## src/hw/rtl/full_linear_convolution_1d_defines.svh

```systemverilog
// ----------------------------------------------------------------------------
// full_linear_convolution_1d_defines.svh
// Assertion macros shared by the convolution block.
// ----------------------------------------------------------------------------
`ifndef FULL_LINEAR_CONVOLUTION_1D_DEFINES_SVH
`define FULL_LINEAR_CONVOLUTION_1D_DEFINES_SVH

// Same-cycle implication, sampled on clk, off during reset
`define FLC_ASSERT_SAME(label, ante, cons, msg) \
    label: assert property (@(posedge clk) disable iff (!rst_n) (ante) |-> (cons)) \
        else $error(msg);

// Next-cycle implication, sampled on clk, off during reset
`define FLC_ASSERT_NEXT(label, ante, cons, msg) \
    label: assert property (@(posedge clk) disable iff (!rst_n) (ante) |=> (cons)) \
        else $error(msg);

`endif

```

## src/hw/rtl/flc_pkg.sv

```systemverilog
// ----------------------------------------------------------------------------
// flc_pkg
// Widths, config codes, reset values and helpers of the convolution block.
// ----------------------------------------------------------------------------
package flc_pkg;

    localparam int MAX_TAPS    = 6;
    localparam int SAMPLE_W    = 16;
    localparam int COEF_W      = 16;
    localparam int PROD_W      = SAMPLE_W + COEF_W;
    localparam int PAIR_W      = PROD_W + 1;
    localparam int ACC_W       = 34;
    localparam int NPAIR       = (MAX_TAPS + 1) / 2;
    localparam int TAP_W       = 3;
    localparam int CFG_IDX_W   = 3;
    localparam int CFG_DATA_W  = 16;
    localparam int IN_TDATA_W  = 16;
    localparam int OUT_TDATA_W = 40;

    // Register indexes on the config port
    localparam logic [CFG_IDX_W-1:0] CFG_TAP_COUNT  = 3'd0;
    localparam logic [CFG_IDX_W-1:0] CFG_COEF_FIRST = 3'd1;

    localparam logic [TAP_W-1:0] TAP_COUNT_RST = 3'd3;

    // Issue control from the sequencer to the cell row
    typedef struct packed {
        logic shift;   // an item enters the row this cycle
        logic fresh;   // start of a new sequence: history reads as zero
        logic flush;   // tail item: the head sample is zero
    } flc_issue_t;

    // Reset value of coefficient j
    function automatic logic signed [COEF_W-1:0] coef_reset(input int idx);
        logic signed [COEF_W-1:0] val;
        case (idx)
            0:       val = 16'sd8192;
            1:       val = 16'sd16384;
            2:       val = 16'sd8192;
            default: val = '0;
        endcase
        return val;
    endfunction

    // Tap count clamped to 1..MAX_TAPS
    function automatic logic [TAP_W-1:0] eff_taps(input logic [TAP_W-1:0] cnt);
        logic [TAP_W-1:0] val;
        if (cnt == '0)
        begin
            val = TAP_W'(1);
        end
        else if (int'(cnt) > MAX_TAPS)
        begin
            val = TAP_W'(MAX_TAPS);
        end
        else
        begin
            val = cnt;
        end
        return val;
    endfunction

endpackage

```

## src/hw/rtl/flc_cell.sv

```systemverilog
// ----------------------------------------------------------------------------
// flc_cell
// One tap: holds one sample of the window, hands it to its neighbor on each
// shift, and registers its coefficient product.
// ----------------------------------------------------------------------------
module flc_cell (
    input  logic                                clk,
    input  logic                                rst_n,
    input  logic                                shift,
    input  logic signed [flc_pkg::SAMPLE_W-1:0] shift_in,
    input  logic                                load,
    input  logic                                tap_on,
    input  logic signed [flc_pkg::COEF_W-1:0]   coef,
    output logic signed [flc_pkg::SAMPLE_W-1:0] win,
    output logic signed [flc_pkg::PROD_W-1:0]   prod
);
    import flc_pkg::*;

    logic signed [SAMPLE_W-1:0] win_reg;
    logic signed [PROD_W-1:0]   prod_reg;
    logic signed [PROD_W-1:0]   prod_next;

    // Window sample, shifted along the row
    always_ff @(posedge clk or negedge rst_n)
    begin
        if (!rst_n)
        begin
            win_reg <= '0;
        end
        else if (shift)
        begin
            win_reg <= shift_in;
        end
    end

    // Product of this tap; zero when the tap is not in use
    always_comb
    begin
        prod_next = tap_on ? (PROD_W'(coef) * PROD_W'(win_reg)) : '0;
    end

    always_ff @(posedge clk)
    begin
        if (load)
        begin
            prod_reg <= prod_next;
        end
    end

    assign win  = win_reg;
    assign prod = prod_reg;

endmodule

```

## config.mk

```make
export PLATFORM = sky130hd
export DESIGN_NAME = flc_cell
export DESIGN_NICKNAME = d
export VERILOG_FILES = /design/src/hw/rtl/full_linear_convolution_1d_defines.svh /design/src/hw/rtl/flc_pkg.sv /design/src/hw/rtl/flc_cell.sv
export SDC_FILE = /design/constraint.sdc
export NUM_CORES = 1
export LEC_CHECK = 0
export BUFFER_PORTS_ARGS = -buffer_cell sky130_fd_sc_hd__buf_4
export CORE_MARGIN = 5
export CORE_UTILIZATION = 56
export CTS_CLUSTER_DIAMETER = 60
export DETAILED_ROUTE_END_ITERATION = 12
export PLACE_DENSITY = 0.77
export SLEW_MARGIN = 20
export SYNTH_ARGS = -nofsm -noshare
export SYNTH_HDL_FRONTEND = slang
export SYNTH_SLANG_ARGS = --single-unit
```

## constraint.sdc

```tcl
create_clock -name clk -period 15.4 [get_ports clk]
set_clock_uncertainty 0.2 [all_clocks]
set_input_delay 1.54 -clock clk [delete_from_list [all_inputs] [get_ports clk]]
set_output_delay 1.54 -clock clk [all_outputs]
set_load 0.03 [all_outputs]
```

==> impl_metrics.py <==
metrics = {
    "yosys": {
        "post_synth_instance_area_sq_um": 11800,
        "synth.top_cells.by_count": "287 x inv_1, 262 x fa_1, 141 x nand2_1, 138 x and2_1, 82 x ha_1",
        "yosys-top-cells-area": "fa_1 45%, inv_1 9.2%, ha_1 8.7%",
        "post-synth-top-area-fraction_pct": 44.6,
        "synth-edff-count": 32,
        "synth-seq-area-share_pct": 11.6,
        "synth_warn": 0,
        "syn_nets": 1587,
        "synthesized_area_divided_by_synthesized_cell_count_sq_um": 9.75,
        "cell_accounting_for_the_most_synthesized_area": "fa_1",
        "synthCells": 1206,
        "synth-main-ff-cell": "edfxtp_1",
        "post_synth_num_cell_types": 53,
        "seq_cells_post_synth": 48,
        "synth.most_common_cell": "inv_1",
        "synth_async_sr_flop_share_pct": 33.3,
    },
    "global_route": {
        "grt.overflow.total": 0,
        "first_global_vias": 9153,
        "antenna_found_initial": 1,
        "grt_max_degree": 45,
        "global_route_wire_length_before_repair_mm": 45.3,
        "track_usage_pct": 23.7,
    },
    "cells_and_area": {
        "largest_register_ff_count": 32,
        "antenna_cells_inserted": 0,
        "post_route_cells_drive_above_1_share_pct": 9.39,
        "final_nets": 1636,
        "syn_to_final_growth_pct": 8.65,
    },
    "clock_tree": {
        "clkSlewWorstSetupHoldPaths_ns": 0.08,
        "clockBufferDepth": 2,
        "htree_levels": 2,
        "post_cts_setup_driven_buffer_insertion_count": 0,
        "clk_sink_count": 48,
        "cts_repair_resize_count": 0,
        "holdBufCountCts": 0,
        "root_buffer_cell": "clkbuf_16",
        "worst_skew_pair.late_latency_ns": 0.31,
        "cts_made_buffers": 5,
        "cts_tree": "built",
    },
    "critical_path": {
        "cp-end-kind": "flop",
        "cp-startpoint": "coef[15]",
        "critPathMaxFanout": 16,
        "setup.worst_path.start_class": "input port",
        "cp.required_ns": 15.27,
        "setup.worst_path.class": "input port to flop",
        "worst_reg2reg_startpoint": "win[1]",
        "worst_ep_arrival_time_ns": 6.93,
    },
    "timing": {
        "post-route-period-util_pct": 45.9,
        "holdWs_ns": 0.783,
        "worst-slew-pin-transition_ns": 0.949,
        "finalSetupViolCount": 0,
        "final_hold_viol_count": 0,
        "final_period_minus_worst_setup_slack_ns": 7.06,
        "max_clock_freq_mhz": 142,
        "maxSlewHeadroom_pct": 36.7,
        "rsz0062_at_grt": "no",
        "finalMaxSlewViolations": 0,
        "setup_tns_ns": 0,
    },
    "detailed_routing": {
        "routed_wire_length_per_instance_um": 17.7,
        "detailedRoute.firstPassIterationCount": 6,
        "drt_wl_total_mm": 27.1,
        "final_ant_viol_nets": 0,
        "vias": 8335,
        "via_per_instance_ratio": 5.44,
        "drc_violation_count_after_routing": 0,
        "dr.first_iter.drc_count": 443,
    },
    "min_path": {
        "worstHoldStart": "win[2]",
        "hold_class": "flop to flop",
    },
    "placed_design": {
        "dpl_hpwl_mm": 22.2,
        "gp_congestion": 0.852,
        "io_buffers": 84,
    },
    "run_status": {
        "run_status": "finished clean",
    },
    "die": {
        "placement_rows": 53,
        "chipHeight_um": 155,
        "effective_utilization_at_floorplan_pct": 56.5,
        "core-area_sq_um": 20800,
        "dieWidth_um": 155,
        "die-area_sq_um": 24000,
        "boundaryPins": 85,
    },
    "run": {
        "max-cap-violations": 0,
    },
}
==> cell usage in the layout, fill, tap and decap left out, types with 2 or more instances in the layout <==
master | netlist | final
bufinv_16 | 0 | 2
o211ai_1 | 2 | 2
dfrtp_1 | 16 | 16
nand2_1 | 141 | 141
nor3_1 | 3 | 3
fa_1 | 262 | 262
ha_1 | 82 | 82
edfxtp_1 | 32 | 32
xor2_1 | 5 | 5
nor2b_1 | 6 | 6
o22ai_1 | 3 | 3
a21o_1 | 12 | 12
and3_1 | 2 | 2
nand4_1 | 4 | 4
o21ai_0 | 8 | 8
a31oi_1 | 3 | 3
a21oi_1 | 24 | 24
nand2b_1 | 15 | 15
a211oi_1 | 6 | 6
and2_1 | 138 | 138
clkbuf_16 | 0 | 5
o21bai_1 | 2 | 2
o21ai_1 | 6 | 6
xnor2_1 | 20 | 20
mux2i_1 | 11 | 11
nand3_1 | 3 | 3
buf_4 | 0 | 86
inv_1 | 287 | 287
nor2_1 | 24 | 24
mux2_2 | 15 | 15
o21a_1 | 8 | 8
==> worst max-delay path, stage by stage <==
cell	delay [ns]
buf_4	0.17
nand2_1	0.12
inv_1	0.11
fa_1	0.64
fa_1	0.83
fa_1	0.51
fa_1	0.50
fa_1	0.49
inv_1	0.05
fa_1	0.47
inv_1	0.04
ha_1	0.33
a21oi_1	0.29
o211ai_1	0.17
o22ai_1	0.24
nor2_1	0.11
a21oi_1	0.21
mux2i_1	0.09
==> kinds of logic after synthesis <==
kind of cell	share of synthesized area, %
compound gates	5.50
xor+xnor	1.86
fa+ha+maj	53.3
buf+inv	10.6
flops	11.6
mux	2.37
simple gates	14.8
==> stage by stage <==
stage / area [sq um] / setup WS [ns] / instances / utilization (%)
after floorplan: 11800 / 8.38 / 1206 / -
after global placement: 12600 / 8.13 / 1523 / 60.4
after detailed placement: 12600 / 8.04 / 1523 / 60.4
after CTS: 12800 / 8.33 / 1531 / 61.4
after global routing: 12800 / 8.04 / 1531 / 61.4
final: 12800 / 8.34 / 1531 / 61.4
==> final cells by class <==
| type | instances | area [sq um] |
|---|---|---|
| sequential | 48 | 1360 |
| inverter | 287 | 1080 |
| tap | 275 | 344 |
| timing repair buffer | 86 | 646 |
| fill | 1796 | 8050 |
| multi-input combinational | 827 | 9150 |
| clock buffer | 5 | 125 |
| clock inverter | 3 | 68.8 |
==> path summary, 6_finish.rpt <==
path	end	slack, ns	cells past startpoint
setup / recovery	prod[29]	8.34	18
hold / removal	win[2]	0.78	2
setup reg to reg	prod[29]	8.86	17
hold reg to reg	win[2]	0.78	2
max in group asynchronous	win[14]	13.84	1
min in group asynchronous	win[15]	0.92	1
==> metal layers <==
metal | wire (um) | global-route usage [%]
met5 | 13 | 0
met4 | 1140 | 9.13
met3 | 1620 | 4.03
met2 | 14400 | 42.5
met1 | 9890 | 28.6
Power is not shown: default switching activity piles up to over one toggle a cycle in this logic, so the estimate is an artifact.
