## src/hw/rtl/full_linear_convolution_1d_defines.svh

```systemverilog
// ----------------------------------------------------------------------------
// full_linear_convolution_1d_defines.svh
// Assertion macros shared by the convolution block.
// ----------------------------------------------------------------------------
`ifndef FULL_LINEAR_CONVOLUTION_1D_DEFINES_SVH
`define FULL_LINEAR_CONVOLUTION_1D_DEFINES_SVH

// Same-cycle implication, sampled on clk, off during reset
`define FLC_ASSERT_SAME(label, ante, cons, msg) \
    label: assert property (@(posedge clk) disable iff (!rst_n) (ante) |-> (cons)) \
        else $error(msg);

// Next-cycle implication, sampled on clk, off during reset
`define FLC_ASSERT_NEXT(label, ante, cons, msg) \
    label: assert property (@(posedge clk) disable iff (!rst_n) (ante) |=> (cons)) \
        else $error(msg);

`endif

```

## src/hw/rtl/flc_pkg.sv

```systemverilog
// ----------------------------------------------------------------------------
// flc_pkg
// Widths, config codes, reset values and helpers of the convolution block.
// ----------------------------------------------------------------------------
package flc_pkg;

    localparam int MAX_TAPS    = 6;
    localparam int SAMPLE_W    = 16;
    localparam int COEF_W      = 16;
    localparam int PROD_W      = SAMPLE_W + COEF_W;
    localparam int PAIR_W      = PROD_W + 1;
    localparam int ACC_W       = 34;
    localparam int NPAIR       = (MAX_TAPS + 1) / 2;
    localparam int TAP_W       = 3;
    localparam int CFG_IDX_W   = 3;
    localparam int CFG_DATA_W  = 16;
    localparam int IN_TDATA_W  = 16;
    localparam int OUT_TDATA_W = 40;

    // Register indexes on the config port
    localparam logic [CFG_IDX_W-1:0] CFG_TAP_COUNT  = 3'd0;
    localparam logic [CFG_IDX_W-1:0] CFG_COEF_FIRST = 3'd1;

    localparam logic [TAP_W-1:0] TAP_COUNT_RST = 3'd3;

    // Issue control from the sequencer to the cell row
    typedef struct packed {
        logic shift;   // an item enters the row this cycle
        logic fresh;   // start of a new sequence: history reads as zero
        logic flush;   // tail item: the head sample is zero
    } flc_issue_t;

    // Reset value of coefficient j
    function automatic logic signed [COEF_W-1:0] coef_reset(input int idx);
        logic signed [COEF_W-1:0] val;
        case (idx)
            0:       val = 16'sd8192;
            1:       val = 16'sd16384;
            2:       val = 16'sd8192;
            default: val = '0;
        endcase
        return val;
    endfunction

    // Tap count clamped to 1..MAX_TAPS
    function automatic logic [TAP_W-1:0] eff_taps(input logic [TAP_W-1:0] cnt);
        logic [TAP_W-1:0] val;
        if (cnt == '0)
        begin
            val = TAP_W'(1);
        end
        else if (int'(cnt) > MAX_TAPS)
        begin
            val = TAP_W'(MAX_TAPS);
        end
        else
        begin
            val = cnt;
        end
        return val;
    endfunction

endpackage

```

## src/hw/rtl/flc_sum.sv

```systemverilog
// ----------------------------------------------------------------------------
// flc_sum
// Two-stage registered adder tree over the tap products, ending in the
// output register of the result channel.
// ----------------------------------------------------------------------------
module flc_sum (
    input  logic                              clk,
    input  logic                              rst_n,
    input  logic signed [flc_pkg::PROD_W-1:0] prod [flc_pkg::MAX_TAPS],
    input  logic                              in_valid,
    input  logic                              in_last,
    output logic                              in_ready,
    output logic                              out_valid,
    output logic signed [flc_pkg::ACC_W-1:0]  out_value,
    output logic                              out_last,
    input  logic                              out_ready
);
    import flc_pkg::*;

    logic signed [PROD_W-1:0] prod_pad [2*NPAIR];
    logic signed [PAIR_W-1:0] pair_reg [NPAIR];
    logic signed [PAIR_W-1:0] pair_next [NPAIR];
    logic signed [ACC_W-1:0]  acc_reg;
    logic signed [ACC_W-1:0]  acc_next;
    logic v2_reg, last2_reg;
    logic v3_reg, last3_reg;
    logic r2, r3;

    assign r3       = !v3_reg || out_ready;
    assign r2       = !v2_reg || r3;
    assign in_ready = r2;

    // First level: pairwise sums
    always_comb
    begin
        for (int i = 0; i < 2*NPAIR; i++)
        begin
            prod_pad[i] = (i < MAX_TAPS) ? prod[i] : '0;
        end
        for (int p = 0; p < NPAIR; p++)
        begin
            pair_next[p] = PAIR_W'(prod_pad[2*p]) + PAIR_W'(prod_pad[2*p+1]);
        end
    end

    // Second level: sum of the pairs
    always_comb
    begin
        acc_next = '0;
        for (int p = 0; p < NPAIR; p++)
        begin
            acc_next = acc_next + ACC_W'(pair_reg[p]);
        end
    end

    always_ff @(posedge clk)
    begin
        if (r2)
        begin
            pair_reg <= pair_next;
        end
        if (r3)
        begin
            acc_reg <= acc_next;
        end
    end

    // Stage valid and last flags
    always_ff @(posedge clk or negedge rst_n)
    begin
        if (!rst_n)
        begin
            v2_reg    <= 1'b0;
            last2_reg <= 1'b0;
            v3_reg    <= 1'b0;
            last3_reg <= 1'b0;
        end
        else
        begin
            if (r2)
            begin
                v2_reg    <= in_valid;
                last2_reg <= in_last;
            end
            if (r3)
            begin
                v3_reg    <= v2_reg;
                last3_reg <= last2_reg;
            end
        end
    end

    assign out_valid = v3_reg;
    assign out_value = acc_reg;
    assign out_last  = last3_reg;

endmodule

```

## config.mk

```make
export PLATFORM = sky130hd
export DESIGN_NAME = flc_sum
export DESIGN_NICKNAME = d
export VERILOG_FILES = /design/src/hw/rtl/full_linear_convolution_1d_defines.svh /design/src/hw/rtl/flc_pkg.sv /design/src/hw/rtl/flc_sum.sv
export SDC_FILE = /design/constraint.sdc
export NUM_CORES = 1
export LEC_CHECK = 0
export BUFFER_PORTS_ARGS = -buffer_cell sky130_fd_sc_hd__buf_2
export CAP_MARGIN = 20
export CORE_ASPECT_RATIO = 1.2
export CORE_MARGIN = 5
export CORE_UTILIZATION = 53
export DETAILED_ROUTE_END_ITERATION = 8
export GPL_ROUTABILITY_DRIVEN = 0
export PLACE_DENSITY = 0.78
export SLEW_MARGIN = 20
export SYNTH_ARGS = -nofsm -noshare
export SYNTH_HDL_FRONTEND = slang
export SYNTH_SLANG_ARGS = --single-unit
```

## constraint.sdc

```tcl
create_clock -name clk -period 4.6 [get_ports clk]
set_clock_uncertainty 0.2 [all_clocks]
set_input_delay 0.69 -clock clk [delete_from_list [all_inputs] [get_ports clk]]
set_output_delay 0.69 -clock clk [all_outputs]
set_load 0.1 [all_outputs]
```

==> results.cfg <==
[outcome]
status = completed

[critical_path]
crit_type = flop to flop
worst_path_max_delay_cell = fa_1
arrival_ns = 3.65
cp_cell_sequence = fa_1 -> ha_1 -> fa_1 -> a211oi_2 -> o211ai_1 -> and3_1 -> nor2_1 -> nor2_1 -> a41oi_1 -> o31ai_1 -> xor2_1
cp_max_fo = 3
critPathRequiredTime_ns = 4.57
cpPeakStageDelay_ns = 0.49
crit_path_start_kind = flop
worst_setup_path_end_kind = flop
path_buf_inv = 0
path_delay_family = adder cells

[floorplanning]
ioPinCount = 234
start_util_pct = 53.7
die-area_um2 = 25000
die_h_um = 172
core_area_um2 = 21600
die_w_um = 145
fp-row-count = 59

[clock_tree]
clk_latency_ns = 0.43
cts.clk_slew.worst_paths_ns = 0.06
htree_levels = 4
numCtsBuffers = 17
cts-root-buf = clkbuf_16
cts_tree = done
clockBufferDepth = 2
clock_sinks = 137
post_cts_resized = 0

[pwr]
leakage_nw = 6.07
p_per_area_nw_per_um2 = 615
peakVddDrop_mv = 0.597

[layout]
n_fill_cell = 1765
multi_input_area_um2 = 7280
final_common_cell = buf_2
ff_latch_area_um2 = 4090
final_layout_size_suffix_gt1_share_pct = 22.5
syn_to_final_growth_pct = 17.6
final_cell_mix = 233 x buf_2, 133 x edfxtp_1, 128 x ha_1
nets = 1716
final_cells = 1642
largest_register_ff_count = 99
design_area_um2 = 13700

[placed_design]
io_buffers = 233
place_inst = 1608
placed_cell_area_um2 = 13100
dpl_worst_slack_ns = 0.880
place_hpwl_um = 23900

[routing]
dr.pass1.iters = 5
via_per_inst = 5.98
num_vias = 9820
dr_wl_met3_um = 2140
post_drt_wl_per_cell_um = 18.0
met2_length_um = 14400
met1_length_um = 12200
drc = 0
highest_layer = met4
antenna_left = 0
wl_um = 29500
drt_iter0_drc = 667

[timing]
fin_ws_ns = 0.928
maxSlewViolCount = 0
fin_tns_setup_ns = 0
fmax_mhz = 272
fin_crit_sh_pct = 79.8
layout_min_cycle_time_ns = 3.67
slew_headroom_pct = 39.6
setup_violations = 0
hold_viol = 0
rsz0062_at_grt = false
tightest_slew_ns = 0.906

[synth]
ys_seq_area_share_pct = 35.2
postSynthCellCount = 1119
yosysUniqueCellTypes = 68
synth_edf_count = 133
synthTopCellsByArea = edfxtp_1 34%, ha_1 14%, fa_1 6.4%
syn_area_per_cell_um2 = 10.4
synth_top_area_share_pct = 34.4
ys_ff_latch = 137
netlist_area_um2 = 11600
synth-main-ff-cell = edfxtp_1
async_reset_ff_share_pct = 2.92
yosys_warnings = 0
syn-num-nets = 1481
yosys.area.top_type = edfxtp_1

[global_routing]
grt-ovfl-total = 0
grt_pass1_vias = 9690
grt.total_usage_pct = 22.9
grt_max_degree = 69
grt_pass1_wl_um = 46600
antenna_found_initial = 1

[job]
cap_violations = 0

[worst_hold_path]
hold_path.class = primary input to flop
## kinds of logic after synthesis
group	count (synthesis)	synth area share, %
DFF	137	35.2
AOI/OAI and AO/OA	407	24.5
xor gates and xnor gates	115	8.67
muxes	1	0.0969
adders and majority gates	165	20.2
buffers and inverters	62	2.11
and+or+nand+nor	232	9.24
## cell usage after synthesis, types with 8 or more instances
| library cell | count |
|---|---|
| o21a_1 | 12 |
| nand2_1 | 85 |
| nor2_1 | 53 |
| a21oi_1 | 106 |
| ha_1 | 128 |
| inv_1 | 41 |
| fa_1 | 37 |
| clkbuf_1 | 16 |
| o21bai_1 | 30 |
| xor2_1 | 35 |
| a211oi_1 | 12 |
| a31oi_1 | 21 |
| edfxtp_1 | 133 |
| nand3_1 | 26 |
| xnor2_1 | 80 |
| a21oi_2 | 8 |
| nor3_1 | 11 |
| a21o_1 | 77 |
| nand4_1 | 17 |
| nand2b_1 | 14 |
| o21ai_1 | 9 |
| o21ai_0 | 61 |
| and3_1 | 9 |
## final timing paths
path | from | end | slack (ns) | cells past startpoint
worst max-delay path | pair_reg[1] | out_value[31] | 0.93 | 11
worst min-delay path | in_valid | v2_reg | 0.25 | 2
worst max register to register | pair_reg[1] | out_value[31] | 0.93 | 11
worst min register to register | out_last | out_last | 0.27 | 2
max in group asynchronous | rst_n | v2_reg | 3.68 | 2
min in group asynchronous | rst_n | out_valid | 0.41 | 2
## report_power, final
part | leakage, nW | total (W) | internal (W) | switching (W)
logic | 4.40 | 0.00492 | 0.00166 | 0.00326
registers | 1.40 | 0.00215 | 0.00197 | 0.000175
clock network | 0.277 | 0.00133 | 0.000764 | 0.000571
total | 6.07 | 0.00840 | 0.00440 | 0.00401
## metal layers
layer  up-vias  global-route usage, %
li1       4706                      -
met3        59                   3.70
met1      4575                   29.7
met4         0                   7.79
met2       480                   39.4
met5         -                      0
## repair_timing
item	4_1_cts	5_1_grt
endpoints found under the hold margin	4	0
hold buffers	1	0
buffers inserted	0	0
## metrics by stage
step	hold WS (ns)	power, W	utilization, %
final	0.246	0.00840	63.1
after global routing	0.240	0.00896	63.1
after CTS	0.230	0.00839	63.1
after detailed placement	0.258	0.00700	60.4
after global placement	0.249	0.00691	60.4
after floorplan	0.194	0.00607	-
## cell type report
type	count	share of cell area, %
antenna	1	0.0183
inverter	41	1.13
clock buffer	17	3.12
sequential	137	30.0
clock inverter	15	1.13
timing repair buffer	237	8.78
multi-input combinational	920	53.3
tap	274	2.51
Note: power is estimated with default switching activity, not from simulation.
