===== src/hw/rtl/full_linear_convolution_1d_defines.svh =====
// ----------------------------------------------------------------------------
// full_linear_convolution_1d_defines.svh
// Assertion macros shared by the convolution block.
// ----------------------------------------------------------------------------
`ifndef FULL_LINEAR_CONVOLUTION_1D_DEFINES_SVH
`define FULL_LINEAR_CONVOLUTION_1D_DEFINES_SVH

// Same-cycle implication, sampled on clk, off during reset
`define FLC_ASSERT_SAME(label, ante, cons, msg) \
    label: assert property (@(posedge clk) disable iff (!rst_n) (ante) |-> (cons)) \
        else $error(msg);

// Next-cycle implication, sampled on clk, off during reset
`define FLC_ASSERT_NEXT(label, ante, cons, msg) \
    label: assert property (@(posedge clk) disable iff (!rst_n) (ante) |=> (cons)) \
        else $error(msg);

`endif


===== src/hw/rtl/flc_pkg.sv =====
// ----------------------------------------------------------------------------
// flc_pkg
// Widths, config codes, reset values and helpers of the convolution block.
// ----------------------------------------------------------------------------
package flc_pkg;

    localparam int MAX_TAPS    = 6;
    localparam int SAMPLE_W    = 16;
    localparam int COEF_W      = 16;
    localparam int PROD_W      = SAMPLE_W + COEF_W;
    localparam int PAIR_W      = PROD_W + 1;
    localparam int ACC_W       = 34;
    localparam int NPAIR       = (MAX_TAPS + 1) / 2;
    localparam int TAP_W       = 3;
    localparam int CFG_IDX_W   = 3;
    localparam int CFG_DATA_W  = 16;
    localparam int IN_TDATA_W  = 16;
    localparam int OUT_TDATA_W = 40;

    // Register indexes on the config port
    localparam logic [CFG_IDX_W-1:0] CFG_TAP_COUNT  = 3'd0;
    localparam logic [CFG_IDX_W-1:0] CFG_COEF_FIRST = 3'd1;

    localparam logic [TAP_W-1:0] TAP_COUNT_RST = 3'd3;

    // Issue control from the sequencer to the cell row
    typedef struct packed {
        logic shift;   // an item enters the row this cycle
        logic fresh;   // start of a new sequence: history reads as zero
        logic flush;   // tail item: the head sample is zero
    } flc_issue_t;

    // Reset value of coefficient j
    function automatic logic signed [COEF_W-1:0] coef_reset(input int idx);
        logic signed [COEF_W-1:0] val;
        case (idx)
            0:       val = 16'sd8192;
            1:       val = 16'sd16384;
            2:       val = 16'sd8192;
            default: val = '0;
        endcase
        return val;
    endfunction

    // Tap count clamped to 1..MAX_TAPS
    function automatic logic [TAP_W-1:0] eff_taps(input logic [TAP_W-1:0] cnt);
        logic [TAP_W-1:0] val;
        if (cnt == '0)
        begin
            val = TAP_W'(1);
        end
        else if (int'(cnt) > MAX_TAPS)
        begin
            val = TAP_W'(MAX_TAPS);
        end
        else
        begin
            val = cnt;
        end
        return val;
    endfunction

endpackage


===== src/hw/rtl/flc_seq.sv =====
// ----------------------------------------------------------------------------
// flc_seq
// Issue sequencer: takes input items, inserts the zero tail items after the
// final sample of a sequence and tracks the first pipeline stage.
// ----------------------------------------------------------------------------
module flc_seq (
    input  logic                          clk,
    input  logic                          rst_n,
    input  logic                          s_tvalid,
    input  logic                          s_tlast,
    output logic                          s_tready,
    input  logic [flc_pkg::TAP_W-1:0]     taps,
    input  logic                          adv,
    output flc_pkg::flc_issue_t           issue,
    output logic                          s0_valid,
    output logic                          s0_last
);
    import flc_pkg::*;

    logic             flush_reg,  flush_next;
    logic [TAP_W-1:0] remain_reg, remain_next;
    logic             fresh_reg,  fresh_next;
    logic             v0_reg,     v0_next;
    logic             last0_reg,  last0_next;

    logic issue_ok;
    logic accept;
    logic flush_item;
    logic item_last;

    // Handshake and issue decisions
    always_comb
    begin
        issue_ok   = !v0_reg || adv;
        s_tready   = issue_ok && !flush_reg;
        accept     = s_tvalid && s_tready;
        flush_item = issue_ok && flush_reg;
        item_last  = flush_item ? (remain_reg == TAP_W'(1))
                                : (s_tlast && (taps == TAP_W'(1)));

        issue.shift = accept || flush_item;
        issue.fresh = fresh_reg;
        issue.flush = flush_reg;
    end

    // Next state
    always_comb
    begin
        flush_next  = flush_reg;
        remain_next = remain_reg;
        fresh_next  = fresh_reg;
        v0_next     = v0_reg;
        last0_next  = last0_reg;

        if (flush_item)
        begin
            remain_next = remain_reg - TAP_W'(1);
            if (remain_reg == TAP_W'(1))
            begin
                flush_next = 1'b0;
            end
        end

        if (accept && s_tlast && (taps != TAP_W'(1)))
        begin
            flush_next  = 1'b1;
            remain_next = taps - TAP_W'(1);
        end

        if (issue.shift)
        begin
            fresh_next = item_last;
            v0_next    = 1'b1;
            last0_next = item_last;
        end
        else if (adv)
        begin
            v0_next = 1'b0;
        end
    end

    always_ff @(posedge clk or negedge rst_n)
    begin
        if (!rst_n)
        begin
            flush_reg  <= 1'b0;
            remain_reg <= '0;
            fresh_reg  <= 1'b1;
            v0_reg     <= 1'b0;
            last0_reg  <= 1'b0;
        end
        else
        begin
            flush_reg  <= flush_next;
            remain_reg <= remain_next;
            fresh_reg  <= fresh_next;
            v0_reg     <= v0_next;
            last0_reg  <= last0_next;
        end
    end

    assign s0_valid = v0_reg;
    assign s0_last  = last0_reg;

endmodule


===== config.mk =====
export PLATFORM = sky130hd
export DESIGN_NAME = flc_seq
export DESIGN_NICKNAME = d
export VERILOG_FILES = /design/src/hw/rtl/full_linear_convolution_1d_defines.svh /design/src/hw/rtl/flc_pkg.sv /design/src/hw/rtl/flc_seq.sv
export SDC_FILE = /design/constraint.sdc
export NUM_CORES = 1
export LEC_CHECK = 0
export BUFFER_PORTS_ARGS = -buffer_cell sky130_fd_sc_hd__clkbuf_2
export CORE_AREA = 5 5 42 44
export CTS_CLUSTER_SIZE = 10
export DETAILED_ROUTE_END_ITERATION = 10
export DIE_AREA = 0 0 47 49
export GPL_TIMING_DRIVEN = 0
export PLACE_DENSITY_LB_ADDON = 0.2
export RECOVER_POWER = 100
export SLEW_MARGIN = 20
export SYNTH_ARGS = -nofsm -noshare
export SYNTH_HDL_FRONTEND = slang
export SYNTH_SLANG_ARGS = --single-unit

===== constraint.sdc =====
create_clock -name clk -period 2.8 [get_ports clk]
set_input_delay 0.14 -clock clk [delete_from_list [all_inputs] [get_ports clk]]
set_output_delay 0.14 -clock clk [all_outputs]
set_load 0.005 [all_outputs]

==> impl_metrics.toml, run 1 <==
[cts]
cts-root-buf = "clkbuf_4"
post_cts_resized = 0
htree_levels = 1
clk_pin_slew_worst_paths_ns = 0.05
clockBufferDepth = 2
cts_buffers = 3
clk_latency_ns = 0.25
cts_tree = "done"
clkSinkCount = 7

[critical_path]
start_kind = "register"
end_kind = "output port"
reg2reg_setup_slack_ns = 1.42
worstRegToRegCells = 5
rr_endpoint = "s0_last$_DFFE_PN0P_"
reg2reg_from = "flush_reg$_DFFE_PN0P_"
worstPathArrival_ns = 1.47
path_class = "register to output port"
cp_max_fo = 10
crit_required_ns = 2.66

[synth]
synthArstFlopShare_pct = 100
synth.distinct_cells = 28
yosysWarnings = 0
synthFlopType = "dfrtp_1"
synth_edf_count = 0
ys_ff_latch = 7
synthCells = 51
synth_nets = 63
synth_seq_area_share_pct = 34.9
netlist_area_um2 = 505
avgSynthCellArea_um2 = 9.91

[sta]
max-slew-margin-rel_pct = 73.4
tightest_slew_ns = 0.399
finClkSkew_ns = 0.00264
fin_tns_setup_ns = 0
finalSetupViolCount = 0
fin_crit_ns = 1.61
drv_slew = 0
timing.fmax_ghz = 0.619
rsz0062_at_grt = "no"
finalHoldViolations = 0
period_share_pct = 57.7

[status]
status = "completed"

[route]
dr.pass1.iters = 4
highest_layer = "met4"
met2WireLength_um = 417
drc = 0
wl_per_cell_um = 10.9
ant_nets = 0
dr_wl_met3_um = 38
drtIter0Drc = 2
wl_um = 926
viasPerCell = 4.98
wl_met1_um = 421
num_vias = 423

[finish]
final_nets = 82
final_common_cell = "clkbuf_2"
diodes = 0
mostFrequentLayoutCells = "9 x clkbuf_2, 6 x dfrtp_1, 5 x inv_1, 5 x clkbuf_1"
largest_reg_flops = 3
areaGrowthSynthToFinish_pct = 22.3
stdcell_count = 85
drive_gt1_share_pct = 34.8

[grt]
grt_usage_pct = 10.9
grt_pass1_vias = 412
grt_max_degree = 11
grt-ovfl-total = 0
grt_first_pass_wirelength_um = 1760
antenna_found_initial = 0

[job]
maxCapViolations = 0

[pwr]
power_density_nw_per_um2 = 818
power.leakage_nw = 0.298
irDropWorstVdd_mv = 0.263

[place]
dp_hpwl_um = 746
dpl.cell_count = 80
numPortBuffers = 13
place_congestion = 0.779

[floorplanning]
fp.dieH_um = 49
rows = 14
die_area_um2 = 2300
start_util_pct = 36.1
core_area_um2 = 1400
io_pins = 14
die_w_um = 47

[worst_hold_path]
hold_path.class = "input port to register"
hold_depth = 2
min_to = "s0_valid$_DFFE_PN0P_"
min-delay-start = "s_tvalid"
-- report_power, final --
group | switching [mW] | internal [mW]
registers | 0.0325 | 0.149
clock network | 0.0383 | 0.0544
logic | 0.110 | 0.122
total | 0.181 | 0.325
-- cell families after synthesis --
kind of cell | count (synthesis) | synth area share [%]
AO/OA/AOI/OAI | 12 | 18.1
XOR/XNOR | 1 | 1.73
adder cells (fa/ha/maj) | 4 | 9.90
buffers and inverters | 9 | 9.16
flip-flops | 7 | 34.9
multiplexers | 1 | 2.23
AND/OR/NAND/NOR | 17 | 24.0
-- cell type report --
class / count / area (um2)
clock buffer: 4 / 26.3
inverter: 5 / 18.8
sequential: 7 / 176
tap: 16 / 20.0
multi-input combinational: 35 / 280
timing repair buffer: 14 / 70.1
fill: 151 / 783
buffer: 4 / 26.3
-- cell usage after synthesis (2+ instances only) --
cell       number  area, um2
a21oi_1         2       10.0
buf_4           3       22.5
dfrtp_1         6        150
ha_1            4       50.1
inv_1           5       18.8
nand2_1         2       7.51
nand3_1         2       10.0
nor2_1          3       11.3
nor2_2          2       12.5
o21a_1          2       15.0
o21ai_0         2       10.0
o2bb2ai_1       2       17.5
-- worst max-delay path by stage --
stage / start / to / depth (start not counted)
after floorplan: s0_valid$_DFFE_PN0P_ / remain_reg[2]$_DFFE_PN0P_ / 4
after global placement: taps[1] / remain_reg[2]$_DFFE_PN0P_ / 7
after detailed placement: taps[1] / remain_reg[2]$_DFFE_PN0P_ / 7
after CTS: s0_valid$_DFFE_PN0P_ / issue[2] / 4
after global routing: flush_reg$_DFFE_PN0P_ / issue[2] / 5
final: flush_reg$_DFFE_PN0P_ / issue[2] / 5
-- critical path, stage by stage (launching register included) --
cell and delay (ns):
dfrtp_1 0.33, clkbuf_1 0.33, nor2_1 0.07, nor2_1 0.23, buf_4 0.16, clkbuf_2 0.10
-- what timing repair did --
item                      in CTS  in global routing
buffers inserted               0                  0
hold buffers                   1                  0
hold endpoints to repair       7                  0
-- metal layers --
metal | track usage, % | vias to the layer above
met2 | 13.8 | 12
met1 | 14.1 | 196
met5 | 0 | -
met4 | 9.68 | 0
met3 | 3.32 | 4
li1 | - | 211
-- through the flow --
step / power [mW] / instance area, um2 / setup slack, ns / util (%) / hold slack, ns
5_1_grt: 0.565 / 618 / 1.03 / 44.1 / 0.117
3_3_place_gp: 0.423 / 591 / 1.56 / 42.1 / -0.00609
3_5_place_dp: 0.426 / 591 / 1.55 / 42.1 / -0.0104
2_1_floorplan: 0.358 / 505 / 1.63 / - / -0.156
6_report: 0.506 / 618 / 1.19 / 44.1 / 0.128
4_1_cts: 0.524 / 627 / 1.40 / 44.7 / 0.114
(Power assumes the default switching activity.)
==> run 2: changes to the inputs <==
clock period = 1.5 ns   (was 2.8 ns; I/O delays follow)
==> run 2 against run 1 <==
Global-route usage is the same. Clock skew about the same. Clock power rose by 87%. Final cell count stayed put. Cell area increased by 0.81%. Critical path type unchanged.
==> impl_metrics.toml, run 2 (same netlist as run 1, synthesis figures left out) <==
[status]
status = "completed"

[pwr]
p_int_uw = 614
clockPowerShare_pct = 18.2
p_sw_share_pct = 35.5
power.leakage_nw = 0.303
combPwrFrac_pct = 46.4
power_uw = 951
power_switching_uw = 337
irDropWorstVdd_mv = 0.496
power_density_nw_per_um2 = 1530
pwr-share-seq_pct = 35.4

[route]
ant_nets = 0
viasPerCell = 4.99
num_vias = 424
wl_um = 907
drc = 0
drtIter0Drc = 5
wl_per_cell_um = 10.7
dr.pass1.iters = 4

[cts]
htree_levels = 1
clk_pin_slew_worst_paths_ns = 0.05
cts-root-buf = "clkbuf_4"
cts_buffers = 3
clockBufferDepth = 2
cts_tree = "done"
clkSinkCount = 7
cts_setup_buffers = 0
clk_latency_ns = 0.25

[sta]
finalSetupViolCount = 0
fin_tns_setup_ns = 0
finClkSkew_ns = 0.00247
max-slew-margin-rel_pct = 74.0
tightest_slew_ns = 0.390
drv_slew = 0
fin_crit_ns = 1.31
timing.fmax_ghz = 0.763
rsz0062_at_grt = "no"
period_share_pct = 87.4
finalHoldViolations = 0

[critical_path]
end_kind = "output port"
cp_max_fo = 5
path_class = "register to output port"
crit_required_ns = 1.42
worstPathArrival_ns = 1.24
worstRegToRegCells = 4
start_kind = "register"

[finish]
post-route-cell-area_um2 = 623
stdcell_count = 85
drive_gt1_share_pct = 39.1
largest_reg_flops = 3
diodes = 0
final_common_cell = "clkbuf_2"
mostFrequentLayoutCells = "10 x clkbuf_2, 6 x dfrtp_1, 5 x inv_1"
final_nets = 82
areaGrowthSynthToFinish_pct = 23.3

[floorplanning]
core_area_um2 = 1400
fp.dieH_um = 49
rows = 14
die_w_um = 47
start_util_pct = 36.1
die_area_um2 = 2300
io_pins = 14

[place]
place_area_um2 = 591
place_congestion = 0.779
dp_hpwl_um = 746
numPortBuffers = 13
dpl.cell_count = 80

[job]
maxCapViolations = 0

[grt]
grt_usage_pct = 10.9
antenna_found_initial = 0
grt_first_pass_wirelength_um = 1760
grt_max_degree = 11
grt_pass1_vias = 412
grt-ovfl-total = 0

[worst_hold_path]
hold_depth = 2
hold_path.class = "input port to register"
==> run 2: cell types whose count changed in the layout (fill, tap and decap cells not counted) <==
cell,previous run,this run
clkbuf_1,5,3
buf_2,0,1
clkbuf_2,9,10
nor2_1,4,3
nor2_2,1,2
==> run 2: final cells by class <==
cell class                      count  area (um2)
Fill cell                         151         778
Clock buffer                        4        26.3
Buffer                              4        27.5
Timing Repair Buffer               14        71.3
Multi-Input combinational cell     35         283
Inverter                            5        18.8
Sequential cell                     7         176
Tap cell                           16        20.0
==> run 2: path summary, 6_finish.rpt <==
path                                           start  slack, ns                        end
worst max-delay path            s0_valid$_DFFE_PN0P_       0.19                   issue[2]
worst min-delay path                        s_tvalid       0.06       s0_valid$_DFFE_PN0P_
worst max register to register  s0_valid$_DFFE_PN0P_       0.28  remain_reg[2]$_DFFE_PN0P_
worst min register to register   s0_last$_DFFE_PN0P_       0.49        s0_last$_DFFE_PN0P_
max in group asynchronous                      rst_n       0.93      fresh_reg$_DFFE_PN1P_
min in group asynchronous                      rst_n       0.26  remain_reg[2]$_DFFE_PN0P_
==> run 2: power by group through the flow <==
stage	clock network [mW]	registers [mW]	logic [mW]
after floorplan	0	0.329	0.339
after global placement	0	0.340	0.450
after detailed placement	0	0.342	0.453
after CTS	0.183	0.338	0.458
after global routing	0.195	0.350	0.518
final	0.173	0.337	0.441
==> run 2: what timing repair did <==
action,4_1_cts,5_1_grt
gates resized for setup,0,0
hold buffers,1,0
hold endpoints to repair,7,0
==> run 2: layer usage <==
metal | vias up | part of all wire, % | global-route usage, %
met2 | 10 | 46 | 13.8
met5 | - | 0 | 0
met3 | 4 | 3.7 | 3.32
met4 | 0 | 5.3 | 9.68
li1 | 211 | - | -
met1 | 199 | 44 | 14.1
==> run 2: critical path: stages, from the launching register on <==
cell and delay (ns):
dfrtp_1 0.42, nor2b_4 0.17, nor2_2 0.17, buf_4 0.13
clkbuf_2 0.09
==> run 2: per-stage QoR <==
| stage | worst slack (ns) | util (%) | hold WS (ns) |
|---|---|---|---|
| floorplan | 0.330 | - | -0.221 |
| global placement | 0.285 | 42.1 | -0.0711 |
| detailed placement | 0.295 | 42.1 | -0.0754 |
| CTS | 0.164 | 44.7 | 0.0492 |
| global route | 0.0636 | 44.5 | 0.0519 |
| finish | 0.189 | 44.5 | 0.0632 |
==> run 3: changes to the inputs <==
clock period = 1.15 ns   (was 1.5 ns; I/O delays follow)
==> run 3 against run 2 <==
The run now ends with setup timing left. Total power increased by 63%. Register-to-register slack worse by 0.28 ns. Via count up 8.5%. Clock skew is 0.0019 ns lower. Wire length up 28%. Setup slack got worse by 0.19 ns. Critical path depth stayed put. Sequential cell count unchanged. Core utilization grew 7.0 points. Non-clock buffer count is 7 higher. Cell area is 16% higher. Highest routed layer unchanged. Combinational power grew 96%.
==> impl_metrics.toml, run 3 (same netlist as run 1, synthesis figures left out) <==
[status]
status = "finished, violations left"
violations = "setup timing"

[critical_path]
crit_required_ns = 1.29
critPathSlowestCell = "dfrtp_1"
critical_path.n_buffers_inverters = 1
path_class = "register to register"
cp_max_fo = 7
worstPathArrival_ns = 1.29
path_cells = "buf_4 > nand2b_4 > nand4b_1 > mux2_2"
crit_family = "flip-flops"
start_kind = "register"
end_kind = "register"
slowest_delay_ns = 0.38

[sta]
worst_slack_ns = -0.00155
period_share_pct = 100
finClkSkew_ns = 0.000581
drv_slew = 0
finalHoldViolations = 0
max-slew-margin-rel_pct = 73.3
tightest_slew_ns = 0.400
fin_crit_ns = 1.15
finalSetupViolCount = 1
timing.fmax_ghz = 0.868
rsz0062_at_grt = "yes"

[floorplanning]
fp.dieH_um = 49
rows = 14
die_w_um = 47
core_area_um2 = 1400
io_pins = 14
die_area_um2 = 2300
start_util_pct = 36.1

[cts]
clockBufferDepth = 2
htree_levels = 1
clk_pin_slew_worst_paths_ns = 0.05
clk_latency_ns = 0.26
cts-root-buf = "clkbuf_4"
cts_buffers = 3
clkSinkCount = 7
cts_tree = "done"

[route]
ant_nets = 0
drtIter0Drc = 10
num_vias = 460
viasPerCell = 5.00
drc = 0
dr.pass1.iters = 4
wl_um = 1160
wl_per_cell_um = 12.6

[grt]
grt_max_degree = 8
grt_pass1_vias = 489
grt_first_pass_wirelength_um = 2060
grt-ovfl-total = 0
grt_usage_pct = 12.3
antenna_found_initial = 0

[pwr]
power_density_nw_per_um2 = 2150
irDropWorstVdd_mv = 1.04
power_mw = 1.55
power.leakage_nw = 0.341

[finish]
largest_reg_flops = 3
final_common_cell = "clkbuf_2"
post-route-util_pct = 51.4
drive_gt1_share_pct = 52.6
mostFrequentLayoutCells = "9 x clkbuf_2, 8 x buf_4, 6 x dfrtp_1"
final_nets = 89
areaGrowthSynthToFinish_pct = 42.6
fillers = 140
diodes = 0

[place]
dp_hpwl_um = 795
numPortBuffers = 13
place_congestion = 0.717

[job]
maxCapViolations = 0

[worst_hold_path]
hold_path.class = "input port to register"
==> run 3: timing repair <==
item	4_1_cts	5_1_grt
setup buffers	5	3
pin swaps	3	4
endpoints found under the hold margin	7	0
hold buffers	1	0
resized for setup	8	8
setup endpoints to repair	4	7
==> run 3: area by class of cell <==
cell class	instances	area, um2	share of cell area (%)
plain buffers	3	26.3	3.65
clock buffers	4	26.3	3.65
inverters	5	18.8	2.60
multi-input cells	35	314	43.6
flip-flops and latches	7	176	24.5
well taps	16	20.0	2.78
repair buffers	22	139	19.3
==> run 3: final timing paths <==
kind,startpoint,to,slack (ns),cells past startpoint
worst max-delay path,s0_valid$_DFFE_PN0P_,flush_reg$_DFFE_PN0P_,-0.002,4
worst min-delay path,s_tvalid,s0_valid$_DFFE_PN0P_,0.08,2
worst max register to register,s0_valid$_DFFE_PN0P_,flush_reg$_DFFE_PN0P_,-0.002,4
worst min register to register,s0_last$_DFFE_PN0P_,s0_last$_DFFE_PN0P_,0.49,1
max in group asynchronous,rst_n,fresh_reg$_DFFE_PN1P_,0.60,2
min in group asynchronous,rst_n,s0_valid$_DFFE_PN0P_,0.23,2
==> run 3: routing by layer <==
metal	part of all wire, %	track usage [%]	vias up	wire, um
met4	1.0	4.15	0	12
met1	46	16.1	220	530
met2	49	17.6	11	563
li1	-	-	227	-
met5	0	0	-	0
met3	4.3	5.54	2	50
==> run 3: metrics by stage <==
| step | setup WS (ns) | cell area [um2] | hold slack (ns) | std cells | TNS [ns] |
|---|---|---|---|---|---|
| 3_3_place_gp | -0.0273 | 591 | -0.0879 | 80 | -0.0355 |
| 6_report | -0.00155 | 721 | 0.0839 | 92 | -0.00155 |
| 5_1_grt | -0.0354 | 721 | 0.0836 | 92 | -0.125 |
| 3_5_place_dp | -0.0453 | 591 | -0.0913 | 80 | -0.0740 |
| 4_1_cts | 0.00161 | 683 | 0.0777 | 89 | 0 |
| 2_1_floorplan | 0.0449 | 505 | -0.238 | 51 | 0 |
==> run 3: report_power, final <==
part | total (mW) | switching (mW) | leakage [nW] | internal, mW
registers | 0.453 | 0.0907 | 0.0777 | 0.363
clock network | 0.234 | 0.101 | 0.0150 | 0.133
logic | 0.863 | 0.356 | 0.248 | 0.507
